`src/rtl/core/mhw_pkg.sv`:
```
// Package for the multi-arm heartbeat watchdog: field widths, reset values,
// operation and register-index codes, and the structs passed between modules.
// No dependencies.
package mhw_pkg;

   localparam int ARM_COUNT_DEFAULT = 4;
   localparam int ARM_W             = 2;
   localparam int ZONE_W            = 8;
   localparam int TIME_W            = 32;
   localparam int LIMIT_W           = 20;
   localparam int CSR_DATA_W        = 20;
   localparam int CSR_INDEX_W       = 1;

   localparam logic [LIMIT_W-1:0] STALE_LIMIT_RESET = LIMIT_W'(3000);
   localparam logic [ZONE_W-1:0]  FORBIDDEN_RESET   = ZONE_W'(5);

   typedef enum logic [0:0] {
      OP_ARRIVAL = 1'b0,
      OP_CHECK   = 1'b1
   } op_type;

   typedef enum logic [CSR_INDEX_W-1:0] {
      CSR_STALE_LIMIT    = 1'b0,
      CSR_FORBIDDEN_ZONE = 1'b1
   } csr_index_type;

   // one heartbeat or check word, as held in the input register
   typedef struct packed {
      op_type              op;
      logic [ARM_W-1:0]    arm;
      logic [ZONE_W-1:0]   zone;
      logic [TIME_W-1:0]   now_time;
   } item_type;

   // what the result stage needs to know about the word being retired
   typedef struct packed {
      logic   load;
      op_type op;
      logic   zone_hit;
      logic   stale;
   } event_type;

endpackage

```
`src/rtl/core/multi_arm_heartbeat_watchdog_unit.sv`:
```
// Top level of the multi-arm heartbeat watchdog: input register, config
// registers, arm table and result stage. Depends on mhw_pkg, mhw_arm_table,
// mhw_result_stage.
//
//   port group  | dir | handshake         | word
//   req_*       | in  | req_valid/ready   | operation, arm, zone, now_time
//   rsp_*       | out | rsp_valid/ready   | healthy, park
//   csr_*       | in  | csr_write_enable  | index (0 stale limit, 1 zone), data
//
// One word per cycle sustained while rsp_ready stays high. A word passes from the
// input register to the result register, where rsp_valid rises with it; all
// arms' ages are compared with the limit in parallel between the two registers.
// Synchronous reset clears last-heard times, park and both valids, and loads the
// stale limit (3000 us) and forbidden zone (5). A stalled result holds the input
// register; req_ready drops only when both registers are full and rsp_ready is low.
module multi_arm_heartbeat_watchdog_unit #(
   parameter int ARM_COUNT = mhw_pkg::ARM_COUNT_DEFAULT
) (
   input  logic                             clock,
   input  logic                             reset,
   // heartbeat / check words
   input  logic                             req_valid,
   output logic                             req_ready,
   input  logic                             req_operation,
   input  logic [mhw_pkg::ARM_W-1:0]        req_arm,
   input  logic [mhw_pkg::ZONE_W-1:0]       req_zone,
   input  logic [mhw_pkg::TIME_W-1:0]       req_now_time,
   // result words
   output logic                             rsp_valid,
   input  logic                             rsp_ready,
   output logic                             rsp_healthy,
   output logic                             rsp_park,
   // register writes
   input  logic                             csr_write_enable,
   input  logic [mhw_pkg::CSR_INDEX_W-1:0]  csr_index,
   input  logic [mhw_pkg::CSR_DATA_W-1:0]   csr_wdata
);
   import mhw_pkg::*;

   // configuration
   logic [LIMIT_W-1:0] stale_limit_ff, stale_limit_in;
   logic [ZONE_W-1:0]  forbidden_ff,   forbidden_in;

   // input register
   logic     in_valid_ff, in_valid_in;
   item_type in_item_ff,  in_item_in;

   logic      slot_free;
   logic      advance;
   logic      any_stale;
   event_type evt;

   always_comb begin
      stale_limit_in = stale_limit_ff;
      forbidden_in   = forbidden_ff;
      if (csr_write_enable) begin
         unique case (csr_index_type'(csr_index))
            CSR_STALE_LIMIT:    stale_limit_in = csr_wdata[LIMIT_W-1:0];
            CSR_FORBIDDEN_ZONE: forbidden_in   = csr_wdata[ZONE_W-1:0];
            default:            ;
         endcase
      end
   end

   always_ff @(posedge clock) begin
      if (reset) begin
         stale_limit_ff <= STALE_LIMIT_RESET;
         forbidden_ff   <= FORBIDDEN_RESET;
      end else begin
         stale_limit_ff <= stale_limit_in;
         forbidden_ff   <= forbidden_in;
      end
   end

   // the held word moves on whenever the result register can take it
   assign advance   = in_valid_ff && slot_free;
   assign req_ready = !in_valid_ff || advance;

   always_comb begin
      in_valid_in = in_valid_ff;
      in_item_in  = in_item_ff;
      if (req_valid && req_ready) begin
         in_valid_in = 1'b1;
         in_item_in  = '{op:       op_type'(req_operation),
                         arm:      req_arm,
                         zone:     req_zone,
                         now_time: req_now_time};
      end else if (advance) begin
         in_valid_in = 1'b0;
      end
   end

   always_ff @(posedge clock) begin
      if (reset) begin
         in_valid_ff <= 1'b0;
      end else begin
         in_valid_ff <= in_valid_in;
      end
   end

   always_ff @(posedge clock) begin
      in_item_ff <= in_item_in;
   end

   // last-heard store; written only by an arrival as it retires
   mhw_arm_table #(
      .ARM_COUNT (ARM_COUNT)
   ) u_arm_table (
      .clock       (clock),
      .reset       (reset),
      .wr_en       (advance && (in_item_ff.op == OP_ARRIVAL)),
      .item        (in_item_ff),
      .stale_limit (stale_limit_ff),
      .any_stale   (any_stale)
   );

   assign evt = '{load:     advance,
                  op:       in_item_ff.op,
                  zone_hit: (in_item_ff.zone == forbidden_ff),
                  stale:    any_stale};

   mhw_result_stage u_result_stage (
      .clock       (clock),
      .reset       (reset),
      .evt         (evt),
      .rsp_ready   (rsp_ready),
      .slot_free   (slot_free),
      .rsp_valid   (rsp_valid),
      .rsp_healthy (rsp_healthy),
      .rsp_park    (rsp_park)
   );

   a_hold_when_full: assert property (@(posedge clock) disable iff (reset)
      (in_valid_ff && !advance) |=> (in_valid_ff && $stable(in_item_ff)))
      else $error("held word lost while result stalled");

   a_no_accept_full: assert property (@(posedge clock) disable iff (reset)
      (rsp_valid && !rsp_ready && in_valid_ff) |-> !req_ready)
      else $error("word accepted with both stages full");

   a_forbidden_parks: assert property (@(posedge clock) disable iff (reset)
      (advance && in_item_ff.op == OP_ARRIVAL && in_item_ff.zone == forbidden_ff)
      |=> rsp_park)
      else $error("forbidden zone did not park");

endmodule

```
`src/rtl/core/mhw_arm_table.sv`:
```
// Last-heard time per arm and the parallel age comparators.
// Depends on mhw_pkg.
module mhw_arm_table #(
   parameter int ARM_COUNT = mhw_pkg::ARM_COUNT_DEFAULT
) (
   input  logic                         clock,
   input  logic                         reset,
   input  logic                         wr_en,
   input  mhw_pkg::item_type            item,
   input  logic [mhw_pkg::LIMIT_W-1:0]  stale_limit,
   output logic                         any_stale
);
   import mhw_pkg::*;

   logic [TIME_W-1:0] last_heard_ff [ARM_COUNT];
   logic [TIME_W-1:0] last_heard_in [ARM_COUNT];
   logic [ARM_COUNT-1:0] stale_vec;

   for (genvar k = 0; k < ARM_COUNT; k++) begin : g_arm
      logic          hit;
      logic [TIME_W-1:0] age;

      // arm field is narrower than the table can be; upper slots never written
      assign hit = wr_en && (k < (1 << ARM_W)) && (32'(item.arm) == k);
      assign last_heard_in[k] = hit ? item.now_time : last_heard_ff[k];

      // modular age, limit zero-extended; equal to limit is still healthy
      assign age          = item.now_time - last_heard_ff[k];
      assign stale_vec[k] = age > TIME_W'(stale_limit);

      always_ff @(posedge clock) begin
         if (reset) begin
            last_heard_ff[k] <= '0;
         end else begin
            last_heard_ff[k] <= last_heard_in[k];
         end
      end
   end

   assign any_stale = |stale_vec;

   // an arrival for arm 0 leaves its time behind
   a_arm0_store: assert property (@(posedge clock) disable iff (reset)
      (wr_en && item.arm == '0) |=> last_heard_ff[0] == $past(item.now_time))
      else $error("arm 0 last-heard time not stored");

endmodule

```
`src/rtl/core/mhw_result_stage.sv`:
```
// Sticky park flag and the output register of the result channel.
// Depends on mhw_pkg.
module mhw_result_stage (
   input  logic               clock,
   input  logic               reset,
   input  mhw_pkg::event_type evt,
   input  logic               rsp_ready,
   output logic               slot_free,
   output logic               rsp_valid,
   output logic               rsp_healthy,
   output logic               rsp_park
);
   import mhw_pkg::*;

   logic park_ff,    park_in;
   logic valid_ff,   valid_in;
   logic healthy_ff, healthy_in;
   logic rpark_ff,   rpark_in;
   logic trip;

   assign trip = (evt.op == OP_ARRIVAL) ? evt.zone_hit : evt.stale;

   always_comb begin
      park_in    = park_ff;
      valid_in   = valid_ff;
      healthy_in = healthy_ff;
      rpark_in   = rpark_ff;
      if (evt.load) begin
         park_in    = park_ff | trip;
         valid_in   = 1'b1;
         healthy_in = !((evt.op == OP_CHECK) && evt.stale);
         rpark_in   = park_ff | trip;
      end else if (rsp_ready) begin
         valid_in = 1'b0;
      end
   end

   always_ff @(posedge clock) begin
      if (reset) begin
         park_ff  <= 1'b0;
         valid_ff <= 1'b0;
      end else begin
         park_ff  <= park_in;
         valid_ff <= valid_in;
      end
   end

   always_ff @(posedge clock) begin
      healthy_ff <= healthy_in;
      rpark_ff   <= rpark_in;
   end

   assign slot_free   = !valid_ff || rsp_ready;
   assign rsp_valid   = valid_ff;
   assign rsp_healthy = healthy_ff;
   assign rsp_park    = rpark_ff;

   a_park_sticky: assert property (@(posedge clock) disable iff (reset)
      park_ff |=> park_ff)
      else $error("park flag cleared without reset");

   a_unhealthy_parks: assert property (@(posedge clock) disable iff (reset)
      (valid_ff && !healthy_ff) |-> rpark_ff)
      else $error("unhealthy word without park");

   a_arrival_healthy: assert property (@(posedge clock) disable iff (reset)
      (evt.load && evt.op == OP_ARRIVAL) |=> (valid_ff && healthy_ff))
      else $error("arrival reported unhealthy");

endmodule

```
`config.mk`:
```
export PLATFORM = sky130hd
export DESIGN_NAME = multi_arm_heartbeat_watchdog_unit
export DESIGN_NICKNAME = d
export VERILOG_FILES = /design/src/rtl/core/mhw_pkg.sv /design/src/rtl/core/multi_arm_heartbeat_watchdog_unit.sv /design/src/rtl/core/mhw_arm_table.sv /design/src/rtl/core/mhw_result_stage.sv
export SDC_FILE = /design/constraint.sdc
export NUM_CORES = 1
export LEC_CHECK = 0
export BUFFER_PORTS_ARGS = -buffer_cell sky130_fd_sc_hd__buf_4
export CAP_MARGIN = 10
export CORE_MARGIN = 5
export CORE_UTILIZATION = 55
export CTS_BUF_LIST = sky130_fd_sc_hd__clkbuf_16
export DETAILED_ROUTE_END_ITERATION = 16
export GPL_TIMING_DRIVEN = 0
export PLACE_DENSITY = 0.82
export SLEW_MARGIN = 25
export SYNTH_ARGS = -nofsm -noshare
export SYNTH_HDL_FRONTEND = slang
export SYNTH_SLANG_ARGS = --single-unit
```
`constraint.sdc`:
```
create_clock -name clock -period 6.87 [get_ports clock]
set_input_delay 0.3435 -clock clock [delete_from_list [all_inputs] [get_ports clock]]
set_output_delay 0.3435 -clock clock [all_outputs]
set_load 0.01 [all_outputs]
```
==> impl_results.md, run 1 <==
* Status: complete, no violations
* Worst clock skew on the final layout at ~0.019 ns
* Total standard cell area after synthesis at 0.0163 sq mm
* Average size of a mapped cell at 7.59 sq um
* Syn. warnings at 0
* Vias per inst at between 5 and 6
* List of cells traversed by the critical path: ha_1 -> nor2b_1 -> o2111a_1 -> o21ai_0 -> nand2_1 -> a31oi_1 -> o21ai_0 -> a21o_1 -> a21oi_1 -> xnor2_1 -> ha_1 -> a21oi_1 -> o21ai_0 -> a2111oi_0 -> a31oi_1 -> or4_1 -> a311oi_1 -> nand4_1 -> nor4_1 -> a41o_2 -> nand2_1
* Critical-path cell with the highest stage delay: edfxtp_1
* Aggregate negative setup slack at 0 ns
* Final setup fails at 0
* Routed length on met3 at 4110 um
* Remaining global-route overflow at 0
* Required time of the critical path at 7.17 ns
* Placed Cells at 2,612
* Post-synth EDFFs at 45
* Number of cells on the worst reg-to-reg path at 21
* Row count at 63
* Hold Violations, Final at 0
* Transition at the pin with the smallest max-transition slack at slightly above 0.9 ns
* Final Cycle Share at 93.4%
* Capturing point of the worst reg2reg path: u_result_stage.rsp_park$_DFFE_PP_
* Drt pass-1 iters at 6
* Share of the yosys chip area belonging to registers at between 20 and 30%
* Detailed-routed wire length on met2 at about 24,000 um
* Remaining DRCs at 0
* Max FO, Critical Path at 12
* Sum of net half-perimeters after detailed placement at 42,900 um
* Setup Slack @ Placement at 0.600 ns
* Worst setup EP type: flip-flop
* Count of clock tree sinks at 204
* Final ANT Viol Nets at 0
* Top library cells by usage in the layout, fill and taps aside: nand2_1, a21oi_1, ha_1
* Total length of routed wires at approximately 54,000 um
* Cell type group with the largest total delay on the critical path: compound AO/OA/AOI/OAI gates
* RSZ-0062 raised after global routing: no
* Sum of routed wire segments on met1 at ~24,000 um
* Count of unique library cells instantiated by Yosys at 82
* First-pass GRT wire length at 84,000 um
* Ranking of synthesized cells by area: dfxtp_1, ha_1, nand2_1
* Pin count of the biggest net entering global routing at 30
* Max-slew violation total from the final report at 0
* Worst reg2reg setup slack at 0.46 ns
* Class of the tightest hold or removal check: primary input to flip-flop
* Library cell used as clock root buffer: clkbuf_16
* Fillers at 2,636
* RePlAce Congestion at 1.02
* Leak Pwr at 6.91 nW
* Area of the placeable core at 0.0295 sq mm
* Worst endpoint data arrival time at 6.71 ns
* Library cell appearing most often on the critical path: o21ai_0
* Total via count in the routed design at 16,203
* Worst r2r src: in_item_ff[1]$_DFFE_PP_
* Total power after layout at around 3.6 mW
* Count of pins on the block boundary at 73
* Top achievable clock speed at 156 MHz
* Cell depth of the worst hold path at 3
* Post-route cell area at 0.0186 sq mm
* Number of nets in the finished design at 2,569
* Crit path time final at roughly 6.4 ns
* Fraction of synthesized cell area taken by the top area cell type at 19.5%
* Wire per inst at 20.0 um
* Top routing layer in use: met4
* Crit Path Category: flip-flop to flip-flop
* Die Y-Extent at 182 um
* Peak ir drop on the vdd network at 0.196 mV
* Horizontal extent of the die at roughly 180 um
* Synth Register Bits at 204
* Number of H-tree levels at 1
* Via count of the first global-routing pass at 15,730
* Syn Nets at 2,425
* Total Routing Usage GR at 31.5%
* Power density of the placed cells at 193 mW/mm^2
* Share of async-settable or async-resettable flops after synthesis at 0%
* Area overhead of the layout relative to synthesis at 14.4%
* TritonCTS clock tree: yes
* Clock-pin slew on the worst setup and hold paths at 0.06 ns
* Clock latency at the later pin of the worst-skew pair at 0.56 ns
* Total of max-cap violations at 0
* Commonest non-fill, non-tap cell in the layout: nand2_1
* Clock tree buffer depth at 3
* Cell type with the highest aggregate area in the netlist: dfxtp_1
* Detailed router's first-iteration violation count at 1,355
* Number of I/O port buffers at 71
* Hold worst-path end: in_valid_ff$_SDFFE_PP0P_
* Fraction of the core area covered by cells at the end of the flow at roughly 63%
* Number of stages on the worst setup path at 21
* Starting density of the core at 55.3%
* Critical path buffer and inverter count at 0
* Final worst hold slack at 0.0186 ns
* Sort of element at the start of the critical path: flip-flop
* Antenna violations before repair at 2
* Cell count after synthesis at about 2,100
* Highest cell delay on the worst timing path at roughly 0.8 ns
* Final worst slack at 0.456 ns
* Floorplan die area at 0.0332 sq mm
* HP Start: req_valid
* Worst slew margin relative to its limit at 37.4%
* Flip-flop cell with the highest count after synthesis: dfxtp_1
* Inserted Clock Buffers at 25
* Number of buffers added for setup after CTS at 0
* Post-placement cell area at approximately 0.017 sq mm
* Fraction of final layout cells sized beyond drive strength 1 at under 10%
* Final non-filler cell total at about 2,700
==> repair_timing <==
action,in CTS,in global routing
hold endpoints to repair,43,0
resized for setup,0,0
hold buffers,43,0
==> flip-flops by register name, summed over array words and instances (netlist names) <==
register	flops
evt	1
forbidden_ff	8
in_item_ff	42
in_valid_ff	1
stale_limit_ff	20
u_arm_table.last_heard_ff	128
u_result_stage.park_ff	1
u_result_stage.rsp_healthy	1
u_result_stage.rsp_park	1
u_result_stage.rsp_valid	1
==> power by group <==
group          total, mW  internal [mW]  switching [mW]  leakage [nW]
logic              0.893          0.353           0.540          4.76
registers           1.32           1.26          0.0554          1.73
clock network       1.39          0.817           0.578         0.422
total               3.61           2.43            1.17          6.91
==> worst max-delay path by stage <==
stage	startpoint	endpoint	slack, ns
6_report	in_item_ff[1]$_DFFE_PP_	u_result_stage.rsp_park$_DFFE_PP_	0.46
5_1_grt	in_item_ff[1]$_DFFE_PP_	u_result_stage.rsp_park$_DFFE_PP_	0.11
4_1_cts	in_item_ff[1]$_DFFE_PP_	u_result_stage.rsp_park$_DFFE_PP_	0.57
3_5_place_dp	in_item_ff[1]$_DFFE_PP_	u_result_stage.rsp_park$_DFFE_PP_	0.60
3_3_place_gp	in_item_ff[1]$_DFFE_PP_	u_result_stage.rsp_park$_DFFE_PP_	0.74
2_1_floorplan	in_item_ff[1]$_DFFE_PP_	u_result_stage.rsp_park$_DFFE_PP_	1.97
==> metal layers <==
metal	GRT usage (%)	vias up
li1	-	7885
met1	43.0	7584
met2	51.7	624
met3	3.99	110
met4	10.8	0
met5	0	-
==> worst reg2reg max path, delay by kind of cell, from the launching register on <==
kind            cells  cell delay (ns)
simple gates        6             1.25
xor+xnor            1             0.14
compound gates     12             3.34
flops               1             0.80
fa+ha+maj           2             0.63
==> Yosys cell counts, types with 5 or more instances <==
cell       count
a2111oi_0      8
a21oi_1      314
o211ai_1      21
inv_1        169
edfxtp_1      45
a31oi_1       14
o31a_1         5
or2_2          7
o21a_1        25
o21bai_1       9
nor2b_1       15
o21ai_0       84
or3_1          8
nor3_1        20
ha_1         204
o31ai_1        9
nand4_1       57
a21o_1        44
a31o_2         5
nand3_1       24
o21ai_1        5
or4_1          6
nand2b_1      16
xor2_1        44
a21boi_0       6
a211o_1        8
and3_1         9
buf_2         17
nand2_1      437
dfxtp_1      159
clkbuf_1      75
xnor2_1       58
a311oi_1       5
nor4_1        16
and2_1         8
a211oi_1      15
o221ai_1       5
o2111ai_1      6
nor2_1        91
==> cell type report <==
cell class | instances | area, sq um | area share (%)
buffer | 96 | 385 | 2.07
clock inverter | 21 | 221 | 1.19
timing repair buffer | 117 | 993 | 5.33
tap | 390 | 488 | 2.62
sequential | 204 | 4530 | 24.3
inverter | 170 | 638 | 3.42
multi-input combinational | 1678 | 10800 | 57.7
clock buffer | 25 | 626 | 3.36
antenna | 1 | 2.50 | 0.0134
==> cell families (layout without fill, tap and decap cells) <==
family                   after synthesis  count (layout)  share of synthesized area, %
AND/OR/NAND/NOR                      725             725                          19.6
XOR/XNOR                             102             102                          5.48
adder cells (fa/ha/maj)              208             208                          16.2
other                                  0               1                             0
buffers and inverters                266             429                          6.28
flip-flops                           204             204                          27.8
AO/OA/AOI/OAI                        640             640                          24.5
multiplexers                           3               3                         0.200
No activity file was read; power rests on OpenSTA's default activity.
==> inputs of run 2 (changes only) <==
CORE_MARGIN = 2   (was 5)
SLEW_MARGIN = unset   (was 25)
==> run 2 against run 1 <==
Sequential power about the same. Sequential share of layout area increased by 0.087 points. Worst setup slack improved by 0.076 ns. Final cell count about the same. Die area decreased by 6.5%. Clock skew decreased by 0.0088 ns. First-iteration DRC count decreased by 3.0%. Critical endpoint unchanged. Highest routed layer unchanged.
==> impl_results.md, run 2 (synthesized netlist as in run 1, its figures left out) <==
* Status: complete, no violations
* Remaining global-route overflow at 0 (unchanged)
* Sort of element at the start of the critical path: flip-flop
* Top achievable clock speed at 158 MHz (+1.2%)
* Wire per inst at 20.0 um (about the same)
* Detailed router's first-iteration violation count at 1,315 (-3.0%)
* Clock-pin slew on the worst setup and hold paths at 0.06 ns (about the same)
* Worst setup EP type: flip-flop
* Via count of the first global-routing pass at 15,572 (-1.0%)
* Clock tree buffer depth at 3 (unchanged)
* Leak Pwr at 6.88 nW (-0.38%)
* Worst reg2reg setup slack at 0.53 ns (+0.08 ns)
* Final Cycle Share at 92.3% (-1.1 points)
* Number of H-tree levels at 1 (unchanged)
* Critical-path cell with the highest stage delay: edfxtp_1
* Required time of the critical path at 7.16 ns (about the same)
* Hold Violations, Final at 0 (unchanged)
* Sum of net half-perimeters after detailed placement at 42,400 um (-1.0%)
* HP Start: csr_wdata[9]
* Crit path time final at 6.34 ns (-0.0756 ns)
* List of cells traversed by the critical path: ha_1 -> nor2b_1 -> o2111a_1 -> o21ai_0 -> nand2_1 -> a31oi_1 -> o21ai_0 -> a21o_1 -> a21oi_1 -> xnor2_1 -> ha_1 -> a21oi_1 -> o21ai_0 -> a2111oi_0 -> a31oi_1 -> or4_1 -> a311oi_1 -> nand4_1 -> nor4_1 -> a41o_2 -> nand2_1
* Combinational group share of total power at 25.4% (+0.6 points)
* RePlAce Congestion at 1.01 (-0.31%)
* Worst slew margin relative to its limit at 36.9% (-0.57 points)
* Crit Path Category: flip-flop to flip-flop
* Number of I/O port buffers at 71 (unchanged)
* Setup Slack @ Placement at 0.662 ns (+0.0616 ns)
* Power density of the placed cells at 190 mW/mm^2 (-2.0%)
* Number of buffers added for setup after CTS at 0 (unchanged)
* Capturing point of the worst reg2reg path: u_result_stage.rsp_park$_DFFE_PP_
* Floorplan die area at 0.0310 sq mm (-6.5%)
* RSZ-0062 raised after global routing: no
* Placed Cells at 2,611 (-0.038%)
* Aggregate negative setup slack at 0 ns (unchanged)
* Top flop regs: u_arm_table.last_heard_ff: 128 flops, in_item_ff: 42 flops, stale_limit_ff: 20 flops
* Area overhead of the layout relative to synthesis at 14.0%
* Number of hold buffers added after CTS at 43 (unchanged)
* Row count at 63 (unchanged)
* Final setup fails at 0 (unchanged)
* Number of flip-flops in the largest register at 128 (unchanged)
* Area of the placeable core at 0.0294 sq mm (-0.27%)
* Worst r2r src: in_item_ff[1]$_DFFE_PP_
* Commonest non-fill, non-tap cell in the layout: nand2_1
* Max FO, Critical Path at 12 (unchanged)
* Sequential share of power at 37.4% (+0.8 points)
* Area of the multi-input gates at 0.0107 sq mm (about the same)
* Final worst slack at 0.532 ns (+0.0756 ns)
* Max-slew violation total from the final report at 0 (unchanged)
* Peak ir drop on the vdd network at 0.228 mV (+16%)
* Transition at the pin with the smallest max-transition slack at 0.947 ns (+0.0165 ns)
* Net switching component of the power at 1.17 mW (-0.50%)
* Final ANT Viol Nets at 0 (unchanged)
* Worst clock skew on the final layout at 0.0105 ns (-0.00880 ns)
* Critical path buffer and inverter count at 0 (unchanged)
* Fillers at 2,571 (-2.5%)
* Horizontal extent of the die at 176 um (-3.3%)
* Drt pass-1 iters at 8 (+2)
* TritonCTS clock tree: yes
* Total via count in the routed design at 16,327 (+0.77%)
* Count of pins on the block boundary at 73 (unchanged)
* Clock latency at the later pin of the worst-skew pair at 0.56 ns (about the same)
* Library cell appearing most often on the critical path: o21ai_0
* Total length of routed wires at 54,000 um (-0.11%)
* Highest cell delay on the worst timing path at 0.79 ns (about the same)
* First-pass GRT wire length at 83,200 um (-0.97%)
* Hold worst-path end: stale_limit_ff[9]$_SDFFE_PP1P_
* Internal at 2.35 mW (-3.2%)
* Count of clock tree sinks at 204 (unchanged)
* Starting density of the core at 55.4% (+0.15 points)
* Number of cells on the worst reg-to-reg path at 21 (unchanged)
* Final non-filler cell total at 2,701 (-0.037%)
* Fraction of final layout cells sized beyond drive strength 1 at 7.10% (-0.13 points)
* Remaining DRCs at 0 (unchanged)
* Number of gates resized after cts at 0 (unchanged)
* Total Routing Usage GR at 34.2% (+2.7 points)
* Die Y-Extent at 176 um (-3.3%)
* Cell depth of the worst hold path at 3 (unchanged)
* Cell type group with the largest total delay on the critical path: compound AO/OA/AOI/OAI gates
* Top library cells by usage in the layout, fill and taps aside: nand2_1, a21oi_1, ha_1
* Area taken by flip-flops and latches at 0.00453 sq mm (unchanged)
* Antenna violations before repair at 0 (-2)
* Pin count of the biggest net entering global routing at 41 (+37%)
* Worst endpoint data arrival time at 6.62 ns (-0.09 ns)
* Final antenna diode count at 0 (-1)
* Vias per inst at 6.04 (+0.80%)
* Library cell used as clock root buffer: clkbuf_16
* Inserted Clock Buffers at 25 (unchanged)
* Fraction of power spent switching nets at 33.1% (+0.61 points)
* Part of the total power dissipated in the clock network at 37.1% (-1.6 points)
* Number of nets in the finished design at 2,569 (unchanged)
* Total of max-cap violations at 0 (unchanged)
* Largest register by flop count: u_arm_table.last_heard_ff
* Class of the tightest hold or removal check: primary input to flip-flop
run 2: cell count changes in the layout (fill, tap and decap cells not counted):
cell,change
buf_2,-1
buf_4,+1
bufinv_16,-2
clkinv_1,+1
clkinv_2,-1
diode_2,-1
inv_1,+1
inv_16,-1
inv_6,+2
nor4_1,+1
nor4_2,-1
run 2: power by group through the flow:
stage	Sequential (mW)	Clock (mW)	Combinational, mW
6_report	1.32	1.31	0.896
5_1_grt	1.32	1.35	0.983
3_3_place_gp	1.34	0	0.821
2_1_floorplan	1.32	0	0.603
3_5_place_dp	1.34	0	0.846
4_1_cts	1.31	1.32	0.872
run 2: worst register-to-register path, stage by stage (launching register included):
cell and delay [ns]:
edfxtp_1 0.79, ha_1 0.36, nor2b_1 0.15, o2111a_1 0.28
o21ai_0 0.15, nand2_1 0.12, a31oi_1 0.47, o21ai_0 0.23
a21o_1 0.22, a21oi_1 0.17, xnor2_1 0.15, ha_1 0.28
a21oi_1 0.14, o21ai_0 0.29, a2111oi_0 0.44, a31oi_1 0.24
or4_1 0.57, a311oi_1 0.26, nand4_1 0.13, nor4_1 0.20
a41o_2 0.34, nand2_1 0.09
run 2: layer usage:
| layer | part of all wire [%] | global-route usage (%) |
|---|---|---|
| met2 | 45 | 55.5 |
| met4 | 4.5 | 14.4 |
| met1 | 43 | 46.2 |
| met5 | 0 | 0 |
| met3 | 7.6 | 4.05 |
run 2: cell type report:
class                      count  share of cell area [%]
sequential                   204                    24.4
clock inverter                21                   0.869
clock buffer                  25                    3.37
multi-input combinational   1678                    57.9
buffer                        96                    2.07
timing repair buffer         117                    5.36
inverter                     170                    3.44
tap                          390                    2.63
run 2: how the worst max path moves through the flow:
stage	to	slack, ns	start	depth (start not counted)
finish	u_result_stage.rsp_park$_DFFE_PP_	0.53	in_item_ff[1]$_DFFE_PP_	21
CTS	u_result_stage.rsp_park$_DFFE_PP_	0.61	in_item_ff[1]$_DFFE_PP_	21
global placement	u_result_stage.rsp_park$_DFFE_PP_	0.73	in_item_ff[1]$_DFFE_PP_	21
detailed placement	u_result_stage.rsp_park$_DFFE_PP_	0.66	in_item_ff[1]$_DFFE_PP_	21
global route	u_result_stage.rsp_park$_DFFE_PP_	0.20	in_item_ff[1]$_DFFE_PP_	21
floorplan	u_result_stage.rsp_park$_DFFE_PP_	1.97	in_item_ff[1]$_DFFE_PP_	21
run 2: per-stage QoR:
| step | hold WS, ns | power (mW) | instance area (sq um) | util [%] |
|---|---|---|---|---|
| finish | 0.0174 | 3.52 | 18600 | 63.2 |
| global route | 0.0336 | 3.66 | 18600 | 63.2 |
| CTS | 0.00391 | 3.50 | 18600 | 63.2 |
| detailed placement | 0.446 | 2.19 | 17400 | 59.0 |
| global placement | 0.441 | 2.16 | 17300 | 58.9 |
| floorplan | 0.436 | 1.92 | 16300 | - |
